--- src/rtl/ctlp_pkg.sv ---
// Shared types, constants and codes for the caption timecode line parser.
package ctlp_pkg;

    // Default widths of the frame counter and of one parsed field.
    localparam int FRAME_BITS_DEFAULT = 48;
    localparam int FIELD_BITS_DEFAULT = 16;

    // Configuration registers.
    localparam int RATE_BITS      = 16;
    localparam int CFG_INDEX_BITS = 1;
    localparam logic [CFG_INDEX_BITS-1:0] REG_RATE_NUM = 1'b0;
    localparam logic [CFG_INDEX_BITS-1:0] REG_RATE_DEN = 1'b1;
    localparam logic [RATE_BITS-1:0] RATE_NUM_RESET = 16'd30000;
    localparam logic [RATE_BITS-1:0] RATE_DEN_RESET = 16'd1001;

    // Timecode weights.
    localparam int SEC_PER_HOUR = 3600;
    localparam int SEC_PER_MIN  = 60;

    // Character codes.
    localparam logic [7:0] CHAR_NEWLINE = 8'h0A;
    localparam logic [7:0] CHAR_TAB     = 8'h09;
    localparam logic [7:0] CHAR_SPACE   = 8'h20;
    localparam logic [7:0] CHAR_COLON   = 8'h3A;
    localparam logic [7:0] CHAR_SEMI    = 8'h3B;
    localparam logic [7:0] CHAR_DIGIT_0 = 8'h30;
    localparam logic [7:0] CHAR_DIGIT_9 = 8'h39;
    localparam logic [7:0] CHAR_UPPER_A = 8'h41;
    localparam logic [7:0] CHAR_UPPER_F = 8'h46;
    localparam logic [7:0] CHAR_LOWER_A = 8'h61;
    localparam logic [7:0] CHAR_LOWER_F = 8'h66;

    // Queue between the front and the back.
    localparam int QUEUE_DEPTH = 2;
    localparam int QPTR_BITS   = $clog2(QUEUE_DEPTH);
    localparam int QCNT_BITS   = $clog2(QUEUE_DEPTH + 1);

    // Classified byte as it travels through the queue.
    typedef struct packed {
        logic       newline;
        logic       blank;
        logic       colon;
        logic       semi;
        logic       dec;
        logic       hex;
        logic [3:0] value;
    } char_class_t;

    typedef enum logic [2:0] {
        PH_START   = 3'd0,
        PH_HOURS   = 3'd1,
        PH_MINUTES = 3'd2,
        PH_SECONDS = 3'd3,
        PH_FRAMES  = 3'd4,
        PH_AFTER_F = 3'd5,
        PH_WORDS   = 3'd6
    } line_phase_t;

    typedef enum logic {
        BK_RUN  = 1'b0,
        BK_CONV = 1'b1
    } back_state_t;

    typedef enum logic [1:0] {
        CV_IDLE = 2'd0,
        CV_MUL  = 2'd1,
        CV_DIV  = 2'd2,
        CV_ADD  = 2'd3
    } conv_state_t;

endpackage

--- src/rtl/ctlp_front.sv ---
// Front end: classifies incoming bytes and holds them in a two-entry queue.
module ctlp_front (
    input  logic                  aclk,
    input  logic                  aresetn,
    input  logic                  s_tvalid,
    output logic                  s_tready,
    input  logic [7:0]            s_tdata,   // [7:0] char_byte
    output logic                  head_valid,
    output ctlp_pkg::char_class_t head_class,
    input  logic                  pop
);

    function automatic ctlp_pkg::char_class_t classify(input logic [7:0] c);
        ctlp_pkg::char_class_t r;
        r         = '0;
        r.newline = (c == ctlp_pkg::CHAR_NEWLINE);
        r.blank   = (c == ctlp_pkg::CHAR_SPACE) || (c == ctlp_pkg::CHAR_TAB);
        r.colon   = (c == ctlp_pkg::CHAR_COLON);
        r.semi    = (c == ctlp_pkg::CHAR_SEMI);
        if (c >= ctlp_pkg::CHAR_DIGIT_0 && c <= ctlp_pkg::CHAR_DIGIT_9) begin
            r.dec   = 1'b1;
            r.hex   = 1'b1;
            r.value = 4'(c - ctlp_pkg::CHAR_DIGIT_0);
        end else if (c >= ctlp_pkg::CHAR_LOWER_A && c <= ctlp_pkg::CHAR_LOWER_F) begin
            r.hex   = 1'b1;
            r.value = 4'(c - ctlp_pkg::CHAR_LOWER_A + 8'd10);
        end else if (c >= ctlp_pkg::CHAR_UPPER_A && c <= ctlp_pkg::CHAR_UPPER_F) begin
            r.hex   = 1'b1;
            r.value = 4'(c - ctlp_pkg::CHAR_UPPER_A + 8'd10);
        end
        return r;
    endfunction

    ctlp_pkg::char_class_t entry_reg [ctlp_pkg::QUEUE_DEPTH];
    logic [ctlp_pkg::QPTR_BITS-1:0] wr_ptr_reg, wr_ptr_next;
    logic [ctlp_pkg::QPTR_BITS-1:0] rd_ptr_reg, rd_ptr_next;
    logic [ctlp_pkg::QCNT_BITS-1:0] count_reg, count_next;
    logic push;

    assign s_tready   = (count_reg != ctlp_pkg::QCNT_BITS'(ctlp_pkg::QUEUE_DEPTH));
    assign push       = s_tvalid && s_tready;
    assign head_valid = (count_reg != '0);
    assign head_class = entry_reg[rd_ptr_reg];

    always_comb begin
        wr_ptr_next = push ? wr_ptr_reg + 1'b1 : wr_ptr_reg;
        rd_ptr_next = pop ? rd_ptr_reg + 1'b1 : rd_ptr_reg;
        count_next  = count_reg;
        if (push && !pop) begin
            count_next = count_reg + 1'b1;
        end else if (!push && pop) begin
            count_next = count_reg - 1'b1;
        end
    end

    always_ff @(posedge aclk) begin
        if (!aresetn) begin
            wr_ptr_reg <= '0;
            rd_ptr_reg <= '0;
            count_reg  <= '0;
        end else begin
            wr_ptr_reg <= wr_ptr_next;
            rd_ptr_reg <= rd_ptr_next;
            count_reg  <= count_next;
        end
    end

    always_ff @(posedge aclk) begin
        if (push) begin
            entry_reg[wr_ptr_reg] <= classify(s_tdata);
        end
    end

    a_pop_nonempty: assert property (@(posedge aclk) disable iff (!aresetn)
        pop |-> count_reg != '0)
        else $error("queue popped while empty");

endmodule

--- src/rtl/ctlp_conv.sv ---
// Timecode converter: holds the rate registers and turns H:M:S:F into a frame value.
module ctlp_conv #(
    parameter int FRAME_BITS = ctlp_pkg::FRAME_BITS_DEFAULT,
    parameter int FIELD_BITS = ctlp_pkg::FIELD_BITS_DEFAULT
) (
    input  logic                                aclk,
    input  logic                                aresetn,
    input  logic                                cfg_wr_en,
    input  logic [ctlp_pkg::CFG_INDEX_BITS-1:0] cfg_index,
    input  logic [ctlp_pkg::RATE_BITS-1:0]      cfg_wr_data,
    input  logic                                start,
    input  logic [FIELD_BITS-1:0]               hours,
    input  logic [FIELD_BITS-1:0]               minutes,
    input  logic [FIELD_BITS-1:0]               seconds,
    input  logic [FIELD_BITS-1:0]               frames,
    output logic                                done,
    output logic [FRAME_BITS-1:0]               value
);

    localparam int RB       = ctlp_pkg::RATE_BITS;
    // H*3600 + M*60 + S stays below 3661 * 2^FIELD_BITS.
    localparam int T_BITS   = FIELD_BITS + 12;
    localparam int P_BITS   = T_BITS + RB;
    localparam int CNT_BITS = $clog2(P_BITS);
    localparam int EXT_BITS = (P_BITS + 1 > FRAME_BITS) ? P_BITS + 1 : FRAME_BITS + 1;

    ctlp_pkg::conv_state_t state_reg, state_next;
    logic [RB-1:0]         rate_num_reg, rate_num_next;
    logic [RB-1:0]         rate_den_reg, rate_den_next;
    logic [CNT_BITS-1:0]   cnt_reg, cnt_next;
    logic [P_BITS-1:0]     mcand_reg, mcand_next;
    logic [RB-1:0]         mplier_reg, mplier_next;
    logic [P_BITS-1:0]     prod_reg, prod_next;
    logic [RB-1:0]         rem_reg, rem_next;
    logic                  done_reg, done_next;
    logic [FRAME_BITS-1:0] value_reg, value_next;

    logic [RB-1:0]       den_eff;
    logic [T_BITS-1:0]   tc_sum;
    logic [RB:0]         trial;
    logic [RB:0]         trial_sub;
    logic                trial_ge;
    logic [EXT_BITS-1:0] sum_ext;

    assign done  = done_reg;
    assign value = value_reg;

    assign den_eff   = (rate_den_reg == '0) ? RB'(1) : rate_den_reg;
    assign tc_sum    = T_BITS'(hours) * T_BITS'(ctlp_pkg::SEC_PER_HOUR)
                     + T_BITS'(minutes) * T_BITS'(ctlp_pkg::SEC_PER_MIN)
                     + T_BITS'(seconds);
    assign trial     = {rem_reg, prod_reg[P_BITS-1]};
    assign trial_ge  = (trial >= {1'b0, den_eff});
    assign trial_sub = trial - {1'b0, den_eff};
    assign sum_ext   = EXT_BITS'(prod_reg) + EXT_BITS'(frames);

    always_comb begin
        state_next = state_reg;
        unique case (state_reg)
            ctlp_pkg::CV_IDLE: if (start) state_next = ctlp_pkg::CV_MUL;
            ctlp_pkg::CV_MUL:  if (cnt_reg == '0) state_next = ctlp_pkg::CV_DIV;
            ctlp_pkg::CV_DIV:  if (cnt_reg == '0) state_next = ctlp_pkg::CV_ADD;
            ctlp_pkg::CV_ADD:  state_next = ctlp_pkg::CV_IDLE;
            default:           state_next = ctlp_pkg::CV_IDLE;
        endcase
    end

    always_comb begin
        rate_num_next = rate_num_reg;
        rate_den_next = rate_den_reg;
        cnt_next      = cnt_reg;
        mcand_next    = mcand_reg;
        mplier_next   = mplier_reg;
        prod_next     = prod_reg;
        rem_next      = rem_reg;
        done_next     = 1'b0;
        value_next    = value_reg;

        if (cfg_wr_en) begin
            unique case (cfg_index)
                ctlp_pkg::REG_RATE_NUM: rate_num_next = cfg_wr_data;
                ctlp_pkg::REG_RATE_DEN: rate_den_next = cfg_wr_data;
                default: ;
            endcase
        end

        unique case (state_reg)
            ctlp_pkg::CV_IDLE: begin
                if (start) begin
                    mcand_next  = P_BITS'(tc_sum);
                    mplier_next = rate_num_reg;
                    prod_next   = '0;
                    rem_next    = '0;
                    cnt_next    = CNT_BITS'(RB - 1);
                end
            end
            ctlp_pkg::CV_MUL: begin
                // Shift-and-add, one bit of the numerator a cycle.
                if (mplier_reg[0]) begin
                    prod_next = prod_reg + mcand_reg;
                end
                mcand_next  = {mcand_reg[P_BITS-2:0], 1'b0};
                mplier_next = {1'b0, mplier_reg[RB-1:1]};
                cnt_next    = (cnt_reg == '0) ? CNT_BITS'(P_BITS - 1) : cnt_reg - 1'b1;
            end
            ctlp_pkg::CV_DIV: begin
                // Restoring division; the quotient shifts into the product register.
                rem_next  = trial_ge ? trial_sub[RB-1:0] : trial[RB-1:0];
                prod_next = {prod_reg[P_BITS-2:0], trial_ge};
                cnt_next  = cnt_reg - 1'b1;
            end
            ctlp_pkg::CV_ADD: begin
                if (sum_ext > EXT_BITS'({FRAME_BITS{1'b1}})) begin
                    value_next = '1;
                end else begin
                    value_next = sum_ext[FRAME_BITS-1:0];
                end
                done_next = 1'b1;
            end
            default: ;
        endcase
    end

    always_ff @(posedge aclk) begin
        if (!aresetn) begin
            state_reg    <= ctlp_pkg::CV_IDLE;
            rate_num_reg <= ctlp_pkg::RATE_NUM_RESET;
            rate_den_reg <= ctlp_pkg::RATE_DEN_RESET;
            cnt_reg      <= '0;
            done_reg     <= 1'b0;
        end else begin
            state_reg    <= state_next;
            rate_num_reg <= rate_num_next;
            rate_den_reg <= rate_den_next;
            cnt_reg      <= cnt_next;
            done_reg     <= done_next;
        end
    end

    always_ff @(posedge aclk) begin
        mcand_reg  <= mcand_next;
        mplier_reg <= mplier_next;
        prod_reg   <= prod_next;
        rem_reg    <= rem_next;
        value_reg  <= value_next;
    end

    a_start_when_idle: assert property (@(posedge aclk) disable iff (!aresetn)
        start |-> state_reg == ctlp_pkg::CV_IDLE)
        else $error("conversion started while busy");

    a_done_pulse: assert property (@(posedge aclk) disable iff (!aresetn)
        done_reg |=> !done_reg && state_reg == ctlp_pkg::CV_IDLE)
        else $error("done held for more than one cycle");

endmodule

--- src/rtl/ctlp_back.sv ---
// Back end: line parser state machine, frame counter and output register.
module ctlp_back #(
    parameter int FRAME_BITS = ctlp_pkg::FRAME_BITS_DEFAULT,
    parameter int FIELD_BITS = ctlp_pkg::FIELD_BITS_DEFAULT
) (
    input  logic                  aclk,
    input  logic                  aresetn,
    input  logic                  head_valid,
    input  ctlp_pkg::char_class_t head_class,
    output logic                  pop,
    output logic                  conv_start,
    output logic [FIELD_BITS-1:0] conv_hours,
    output logic [FIELD_BITS-1:0] conv_minutes,
    output logic [FIELD_BITS-1:0] conv_seconds,
    output logic [FIELD_BITS-1:0] conv_frames,
    input  logic                  conv_done,
    input  logic [FRAME_BITS-1:0] conv_value,
    output logic                  m_tvalid,
    input  logic                  m_tready,
    output logic [FIELD_BITS-1:0] m_word,
    output logic [FRAME_BITS-1:0] m_frame
);

    localparam int ACC_W = FIELD_BITS + 5;

    ctlp_pkg::back_state_t state_reg, state_next;
    ctlp_pkg::line_phase_t phase_reg, phase_next;
    logic                  skip_reg, skip_next;
    logic [FIELD_BITS-1:0] hours_reg, hours_next;
    logic [FIELD_BITS-1:0] minutes_reg, minutes_next;
    logic [FIELD_BITS-1:0] seconds_reg, seconds_next;
    logic [FIELD_BITS-1:0] frames_reg, frames_next;
    logic [FIELD_BITS-1:0] word_reg, word_next;
    logic                  word_active_reg, word_active_next;
    logic [FRAME_BITS-1:0] frame_cnt_reg, frame_cnt_next;
    logic                  m_valid_reg, m_valid_next;
    logic [FIELD_BITS-1:0] m_word_reg, m_word_next;
    logic [FRAME_BITS-1:0] m_frame_reg, m_frame_next;

    ctlp_pkg::char_class_t c;
    logic                  need_conv;
    logic                  emit;
    logic                  do_newline;
    logic                  do_between;
    logic                  out_free;
    logic [FIELD_BITS-1:0] acc_in;
    logic [ACC_W-1:0]      acc_wide;
    logic [FIELD_BITS-1:0] acc_sat;
    logic [FRAME_BITS-1:0] frame_inc;

    assign c            = head_class;
    assign conv_start   = need_conv;
    assign conv_hours   = hours_reg;
    assign conv_minutes = minutes_reg;
    assign conv_seconds = seconds_reg;
    assign conv_frames  = frames_reg;
    assign m_tvalid     = m_valid_reg;
    assign m_word       = m_word_reg;
    assign m_frame      = m_frame_reg;
    assign out_free     = !m_valid_reg || m_tready;
    assign frame_inc    = frame_cnt_reg + 1'b1;

    // One shared saturating digit accumulator; the phase picks the field.
    always_comb begin
        case (phase_reg)
            ctlp_pkg::PH_HOURS:   acc_in = hours_reg;
            ctlp_pkg::PH_MINUTES: acc_in = minutes_reg;
            ctlp_pkg::PH_SECONDS: acc_in = seconds_reg;
            ctlp_pkg::PH_FRAMES:  acc_in = frames_reg;
            default:              acc_in = word_reg;
        endcase
        if (phase_reg == ctlp_pkg::PH_WORDS) begin
            acc_wide = ACC_W'({acc_in, 4'b0000}) + ACC_W'(c.value);
        end else begin
            acc_wide = ACC_W'({acc_in, 3'b000}) + ACC_W'({acc_in, 1'b0}) + ACC_W'(c.value);
        end
        acc_sat = (acc_wide[ACC_W-1:FIELD_BITS] != '0) ? '1 : acc_wide[FIELD_BITS-1:0];
    end

    always_comb begin
        state_next = state_reg;
        unique case (state_reg)
            ctlp_pkg::BK_RUN:  if (need_conv) state_next = ctlp_pkg::BK_CONV;
            ctlp_pkg::BK_CONV: if (conv_done) state_next = ctlp_pkg::BK_RUN;
            default:           state_next = ctlp_pkg::BK_RUN;
        endcase
    end

    always_comb begin
        phase_next       = phase_reg;
        skip_next        = skip_reg;
        hours_next       = hours_reg;
        minutes_next     = minutes_reg;
        seconds_next     = seconds_reg;
        frames_next      = frames_reg;
        word_next        = word_reg;
        word_active_next = word_active_reg;
        frame_cnt_next   = frame_cnt_reg;
        pop              = 1'b0;
        need_conv        = 1'b0;
        emit             = 1'b0;
        do_newline       = 1'b0;
        do_between       = 1'b0;

        if (state_reg == ctlp_pkg::BK_RUN && head_valid) begin
            if (skip_reg) begin
                pop        = 1'b1;
                do_newline = c.newline;
            end else begin
                unique case (phase_reg)
                    ctlp_pkg::PH_START: begin
                        pop = 1'b1;
                        if (c.newline) begin
                            do_newline = 1'b1;
                        end else if (c.blank) begin
                        end else if (c.dec) begin
                            hours_next = FIELD_BITS'(c.value);
                            phase_next = ctlp_pkg::PH_HOURS;
                        end else begin
                            skip_next = 1'b1;
                        end
                    end
                    ctlp_pkg::PH_HOURS: begin
                        pop = 1'b1;
                        if (c.newline) begin
                            do_newline = 1'b1;
                        end else if (c.dec) begin
                            hours_next = acc_sat;
                        end else if (c.colon) begin
                            phase_next = ctlp_pkg::PH_MINUTES;
                        end else begin
                            skip_next = 1'b1;
                        end
                    end
                    ctlp_pkg::PH_MINUTES: begin
                        pop = 1'b1;
                        if (c.newline) begin
                            do_newline = 1'b1;
                        end else if (c.dec) begin
                            minutes_next = acc_sat;
                        end else if (c.colon) begin
                            phase_next = ctlp_pkg::PH_SECONDS;
                        end else begin
                            skip_next = 1'b1;
                        end
                    end
                    ctlp_pkg::PH_SECONDS: begin
                        pop = 1'b1;
                        if (c.newline) begin
                            do_newline = 1'b1;
                        end else if (c.dec) begin
                            seconds_next = acc_sat;
                        end else if (c.colon || c.semi) begin
                            phase_next = ctlp_pkg::PH_FRAMES;
                        end else begin
                            skip_next = 1'b1;
                        end
                    end
                    ctlp_pkg::PH_FRAMES: begin
                        // Any other byte, newline included, triggers the conversion
                        // and is handled again once the frame counter is updated.
                        if (c.dec) begin
                            pop         = 1'b1;
                            frames_next = acc_sat;
                        end else if (c.blank) begin
                            pop        = 1'b1;
                            phase_next = ctlp_pkg::PH_AFTER_F;
                        end else begin
                            need_conv = 1'b1;
                        end
                    end
                    ctlp_pkg::PH_AFTER_F: begin
                        if (c.blank) begin
                            pop = 1'b1;
                        end else begin
                            need_conv = 1'b1;
                        end
                    end
                    ctlp_pkg::PH_WORDS: begin
                        if (word_active_reg && c.hex) begin
                            pop       = 1'b1;
                            word_next = acc_sat;
                        end else if (word_active_reg) begin
                            // The word ends here; wait for room in the output register.
                            if (out_free) begin
                                pop              = 1'b1;
                                emit             = 1'b1;
                                frame_cnt_next   = frame_inc;
                                word_next        = '0;
                                word_active_next = 1'b0;
                                do_between       = 1'b1;
                            end
                        end else begin
                            pop        = 1'b1;
                            do_between = 1'b1;
                        end
                    end
                    default: begin
                        pop        = 1'b1;
                        do_newline = 1'b1;
                    end
                endcase
            end
        end

        if (state_reg == ctlp_pkg::BK_CONV && conv_done) begin
            if (frame_cnt_reg < conv_value) begin
                frame_cnt_next = conv_value;
            end
            phase_next = ctlp_pkg::PH_WORDS;
        end

        // Byte between words.
        if (do_between) begin
            if (c.newline) begin
                do_newline = 1'b1;
            end else if (c.blank) begin
            end else if (c.hex) begin
                word_next        = FIELD_BITS'(c.value);
                word_active_next = 1'b1;
            end else begin
                skip_next = 1'b1;
            end
        end

        if (do_newline) begin
            phase_next       = ctlp_pkg::PH_START;
            skip_next        = 1'b0;
            hours_next       = '0;
            minutes_next     = '0;
            seconds_next     = '0;
            frames_next      = '0;
            word_next        = '0;
            word_active_next = 1'b0;
        end
    end

    always_comb begin
        m_word_next  = m_word_reg;
        m_frame_next = m_frame_reg;
        if (emit) begin
            m_valid_next = 1'b1;
            m_word_next  = word_reg;
            m_frame_next = frame_inc;
        end else if (m_tready) begin
            m_valid_next = 1'b0;
        end else begin
            m_valid_next = m_valid_reg;
        end
    end

    always_ff @(posedge aclk) begin
        if (!aresetn) begin
            state_reg       <= ctlp_pkg::BK_RUN;
            phase_reg       <= ctlp_pkg::PH_START;
            skip_reg        <= 1'b0;
            hours_reg       <= '0;
            minutes_reg     <= '0;
            seconds_reg     <= '0;
            frames_reg      <= '0;
            word_reg        <= '0;
            word_active_reg <= 1'b0;
            frame_cnt_reg   <= '0;
            m_valid_reg     <= 1'b0;
        end else begin
            state_reg       <= state_next;
            phase_reg       <= phase_next;
            skip_reg        <= skip_next;
            hours_reg       <= hours_next;
            minutes_reg     <= minutes_next;
            seconds_reg     <= seconds_next;
            frames_reg      <= frames_next;
            word_reg        <= word_next;
            word_active_reg <= word_active_next;
            frame_cnt_reg   <= frame_cnt_next;
            m_valid_reg     <= m_valid_next;
        end
    end

    always_ff @(posedge aclk) begin
        m_word_reg  <= m_word_next;
        m_frame_reg <= m_frame_next;
    end

    a_word_in_words: assert property (@(posedge aclk) disable iff (!aresetn)
        word_active_reg |-> phase_reg == ctlp_pkg::PH_WORDS)
        else $error("word active outside the word phase");

    a_conv_phase: assert property (@(posedge aclk) disable iff (!aresetn)
        state_reg == ctlp_pkg::BK_CONV |->
            phase_reg == ctlp_pkg::PH_FRAMES || phase_reg == ctlp_pkg::PH_AFTER_F)
        else $error("conversion pending outside the frames field");

endmodule

--- src/rtl/caption_timecode_line_parser.sv ---
// Top level of the caption timecode line parser: front queue, parser and converter.
// The parser takes one byte per cycle while no conversion runs and the output register
// has room; the first non-blank byte after the F field of a line stalls the parser while
// the timecode is scaled by a 16-step shift-add multiplier and a bit-serial divider.
// A caption word is presented on m_tvalid from the output register, loaded when the byte
// that ends it leaves the queue. Reset (aresetn low at a clock edge) empties the queue,
// restarts the line, clears the frame counter, sets the rate registers to 30000 / 1001.
module caption_timecode_line_parser #(
    parameter int FRAME_BITS = ctlp_pkg::FRAME_BITS_DEFAULT,
    parameter int FIELD_BITS = ctlp_pkg::FIELD_BITS_DEFAULT
) (
    input  logic                                aclk,
    input  logic                                aresetn,
    // Configuration writes: index 0 is rate_numerator, index 1 is rate_denominator.
    input  logic                                cfg_wr_en,
    input  logic [ctlp_pkg::CFG_INDEX_BITS-1:0] cfg_index,
    input  logic [ctlp_pkg::RATE_BITS-1:0]      cfg_wr_data,
    // Byte stream of the caption file.
    input  logic                                s_tvalid,
    output logic                                s_tready,
    input  logic [7:0]                          s_tdata,  // [7:0] char_byte
    // Caption words with their frame numbers.
    output logic                                m_tvalid,
    input  logic                                m_tready,
    // From bit 0 up: caption_word (FIELD_BITS), frame_number (FRAME_BITS), zero padding.
    output logic [((FIELD_BITS + FRAME_BITS + 7) / 8) * 8 - 1:0] m_tdata
);

    localparam int M_DATA_BITS = ((FIELD_BITS + FRAME_BITS + 7) / 8) * 8;

    // The front classifies each byte as it arrives and parks it in a short queue, so that
    // the input keeps taking bytes while the parser waits on a full output register.
    logic                  head_valid;
    ctlp_pkg::char_class_t head_class;
    logic                  pop;

    // Request and answer of the timecode conversion.
    logic                  conv_start;
    logic [FIELD_BITS-1:0] conv_hours;
    logic [FIELD_BITS-1:0] conv_minutes;
    logic [FIELD_BITS-1:0] conv_seconds;
    logic [FIELD_BITS-1:0] conv_frames;
    logic                  conv_done;
    logic [FRAME_BITS-1:0] conv_value;

    // Registered result from the parser.
    logic [FIELD_BITS-1:0] m_word;
    logic [FRAME_BITS-1:0] m_frame;

    ctlp_front u_front (
        .aclk       (aclk),
        .aresetn    (aresetn),
        .s_tvalid   (s_tvalid),
        .s_tready   (s_tready),
        .s_tdata    (s_tdata),
        .head_valid (head_valid),
        .head_class (head_class),
        .pop        (pop)
    );

    // The parser walks the line phases. When the timecode is complete it hands the four
    // fields to the converter, holds the current byte, and resumes once the frame counter
    // has been raised to the converted value where it was lower.
    ctlp_back #(
        .FRAME_BITS (FRAME_BITS),
        .FIELD_BITS (FIELD_BITS)
    ) u_back (
        .aclk         (aclk),
        .aresetn      (aresetn),
        .head_valid   (head_valid),
        .head_class   (head_class),
        .pop          (pop),
        .conv_start   (conv_start),
        .conv_hours   (conv_hours),
        .conv_minutes (conv_minutes),
        .conv_seconds (conv_seconds),
        .conv_frames  (conv_frames),
        .conv_done    (conv_done),
        .conv_value   (conv_value),
        .m_tvalid     (m_tvalid),
        .m_tready     (m_tready),
        .m_word       (m_word),
        .m_frame      (m_frame)
    );

    // The converter owns the rate registers; a zero denominator is taken as one.
    ctlp_conv #(
        .FRAME_BITS (FRAME_BITS),
        .FIELD_BITS (FIELD_BITS)
    ) u_conv (
        .aclk        (aclk),
        .aresetn     (aresetn),
        .cfg_wr_en   (cfg_wr_en),
        .cfg_index   (cfg_index),
        .cfg_wr_data (cfg_wr_data),
        .start       (conv_start),
        .hours       (conv_hours),
        .minutes     (conv_minutes),
        .seconds     (conv_seconds),
        .frames      (conv_frames),
        .done        (conv_done),
        .value       (conv_value)
    );

    assign m_tdata = M_DATA_BITS'({m_frame, m_word});

endmodule
--- config.mk ---
export PLATFORM = sky130hd
export DESIGN_NAME = caption_timecode_line_parser
export DESIGN_NICKNAME = d
export VERILOG_FILES = /design/src/rtl/ctlp_pkg.sv /design/src/rtl/ctlp_front.sv /design/src/rtl/ctlp_conv.sv /design/src/rtl/ctlp_back.sv /design/src/rtl/caption_timecode_line_parser.sv
export SDC_FILE = /design/constraint.sdc
export NUM_CORES = 1
export LEC_CHECK = 0
export BUFFER_PORTS_ARGS = -buffer_cell sky130_fd_sc_hd__buf_4
export CAP_MARGIN = 20
export CORE_UTILIZATION = 65
export CTS_BUF_LIST = sky130_fd_sc_hd__clkbuf_16
export DETAILED_ROUTE_END_ITERATION = 8
export PLACE_DENSITY = 0.87
export SETUP_SLACK_MARGIN = 0.15
export SKIP_CTS_REPAIR_TIMING = 1
export SKIP_LAST_GASP = 1
export SLEW_MARGIN = 20
export SYNTH_ARGS = -nofsm -noshare
export SYNTH_HDL_FRONTEND = slang
export SYNTH_SLANG_ARGS = --single-unit
--- constraint.sdc ---
create_clock -name aclk -period 16.23 [get_ports aclk]
set_clock_uncertainty 0.15 [all_clocks]
set_input_delay 3.246 -clock aclk [delete_from_list [all_inputs] [get_ports aclk]]
set_output_delay 3.246 -clock aclk [all_outputs]
set_load 0.02 [all_outputs]
==> metrics.yaml <==
wl_per_cell_um: 19.26
ios: 96
power.density_nw_per_um2: 96.24
min_path_type: "reg2reg"
synth_ff_type: "edfxtp_1"
use_met2_pct: 53.71
end_kind: "register"
fin_ws_ps: 9513
final_common_cell: "nor2_1"
setup_viol: 0
vias: 24244
dieArea_sq_um: 46760
drive_gt1_share_pct: 9.018
netlist_top_cells_area: "edfxtp_1, dfxtp_1, ha_1"
final_cell_mix: "nor2_1, nand2_1, ha_1, edfxtp_1, inv_1"
die_w_um: 216.3
avgSynthCellArea_sq_um: 9.481
cts_made_buffers: 45
cp_cell_sequence: "fa_1, fa_1, ha_1, nor2b_1, o21ai_0, a21oi_1, o21ai_0, a21oi_1, o21ai_0, a21oi_1, o41ai_1, xnor2_1, ha_1, ha_1, a21o_1, a21o_1, a21oi_1, nand3b_1, nor3_1, o31ai_1, and3_1, nand3_1, xnor2_1, o21ai_0"
initial_core_util_pct: 65.89
yosysTopAreaCell: "edfxtp_1"
synthesis.nets: 3507
vias_per_cell: 6.335
syn-instance-count: 3147
outcome: "finished, final reports clean"
yosysWarnings: 0
rsz0062_at_grt: "false"
drc: 0
ys_seq_area_share_pct: 37.20
io_buffers: 95
min_period_ps: 6717
cp.required_ps: 16380
wl_mm: 73.72
crit_buf_inv: 0
arrival_ps: 6870
synth.distinct_cells: 91
cts.path.max_buffers: 3
irDropWorstVdd_v: 0.00008389
ys_ff_latch: 430
final.setup.tns_ps: 0
relSlewSlack_pct: 24.71
core_sq_um: 45280
clock_sinks: 430
crit_type: "reg2reg"
ant_nets: 0
area_delta_synth_final_pct: 9.419
start_kind: "register"
top_usage_layer: "met2"
drtIter0Drc: 2258
clkSlewWorstSetupHoldPaths_ps: 60
antenna_found_initial: 1
clk_latency_ps: 590
fin_crit_sh_pct: 41.39
r2r_slack_ps: 9510
num_rows: 78
cpMaxStageDelayCell: "o41ai_1"
max_stage_delay_ps: 730
grt_pass1_wl_mm: 120.2
hpwlAfterDp_mm: 53.82
diodes: 0
max_freq_mhz: 148.9
h-tree-depth: 2
drt_pass1_iterations: 6
gp_congestion: 0.9363
fp.dieH_um: 216.3
path_max_fanout: 6
overflow: 0
grt_max_degree: 95
worstMarginPinSlew_ps: 1118
dp_slack_ps: 9599
cts_tree: "done"
synth_top_area_share_pct: 25.06
grt_use_total_pct: 31.46
crit_family: "compound AO/OA/AOI/OAI gates"
grt_use_met1_pct: 39.17
grt_pass1_vias: 23917
synth_area_sq_um: 29840
fillers: 3235
synth_edf_count: 249
nets: 3551
grtUsageMet3_pct: 5.628
clock-root-buffer: "clkbuf_16"
p_leak_nw: 13.65
synthArstFlopShare_pct: 0
maxCapViolCount: 0
drv_slew: 0
hold_violations: 0
[cell usage after synthesis (all sizes together), types with 80 or more instances]
| cell | instances |
|---|---|
| xnor2 | 149 |
| inv | 231 |
| dfxtp | 181 |
| ha | 259 |
| a21oi | 203 |
| clkbuf | 96 |
| xor2 | 95 |
| a211oi | 80 |
| nand2 | 274 |
| o21ai | 162 |
| edfxtp | 249 |
| nor2 | 289 |
[layout make-up]
| cell class | count | area (sq um) | area share (%) |
|---|---|---|---|
| Inverter | 232 | 872.1 | 2.671 |
| Timing Repair Buffer | 115 | 875.8 | 2.683 |
| Clock inverter | 37 | 431.7 | 1.322 |
| Multi-Input combinational cell | 2367 | 17470 | 53.50 |
| Sequential cell | 430 | 11100 | 34.00 |
| Tap cell | 600 | 750.7 | 2.299 |
| Clock buffer | 46 | 1151 | 3.526 |
[cells by family after synthesis]
logic type               synth area share (%)
AND/OR/NAND/NOR                         14.69
AO/OA/AOI/OAI                           17.55
flip-flops                              37.20
buffers and inverters                   4.483
adder cells (fa/ha/maj)                 15.66
XOR/XNOR                                7.187
multiplexers                            3.225
[metal layers]
metal	up-vias	wire [um]
met5	-	9
met4	2	2980
met3	197	5658
met2	1055	35460
met1	11536	29620
li1	11454	-
[worst paths after layout]
path / startpoint / endpoint / depth (start not counted)
worst max register to register: u_back.conv_minutes[2] / u_conv.mcand_reg[27] / 24
worst min register to register: u_conv.rate_num_reg[14] / u_conv.rate_num_reg[14] / 2
worst min-delay path: u_conv.rate_num_reg[14] / u_conv.rate_num_reg[14] / 2
worst max-delay path: u_back.conv_minutes[2] / u_conv.mcand_reg[27] / 24
[worst reg2reg max path, stage by stage (launching register included)]
cell and delay, ps:
dfxtp_1 490, fa_1 500, fa_1 480, ha_1 340, nor2b_1 140, o21ai_0 210
a21oi_1 120, o21ai_0 220, a21oi_1 110, o21ai_0 250, a21oi_1 140, o41ai_1 730
xnor2_1 150, ha_1 350, ha_1 370, a21o_1 180, a21o_1 190, a21oi_1 280
nand3b_1 110, nor3_1 230, o31ai_1 170, and3_1 210, nand3_1 100, xnor2_1 120
o21ai_0 90
[power breakdown]
| group | switching, mW | internal, mW | leakage (nW) |
|---|---|---|---|
| Combinational | 0.462 | 0.265 | 9.17 |
| Sequential | 0.0688 | 1.23 | 3.69 |
| Clock | 0.455 | 0.662 | 0.790 |
[per-stage QoR]
stage	cell area (sq um)	power, mW	std cells	hold WS (ps)	util [%]
3_5_place_dp	31040	2.019	3743	302.6	68.55
5_1_grt	32650	3.264	3827	346.2	72.10
6_report	32650	3.142	3827	324.0	72.10
2_1_floorplan	29840	1.839	3147	281.8	-
4_1_cts	32630	3.128	3826	317.2	72.05
3_3_place_gp	31040	1.988	3743	288.2	68.55
(Power assumes the default switching activity.)
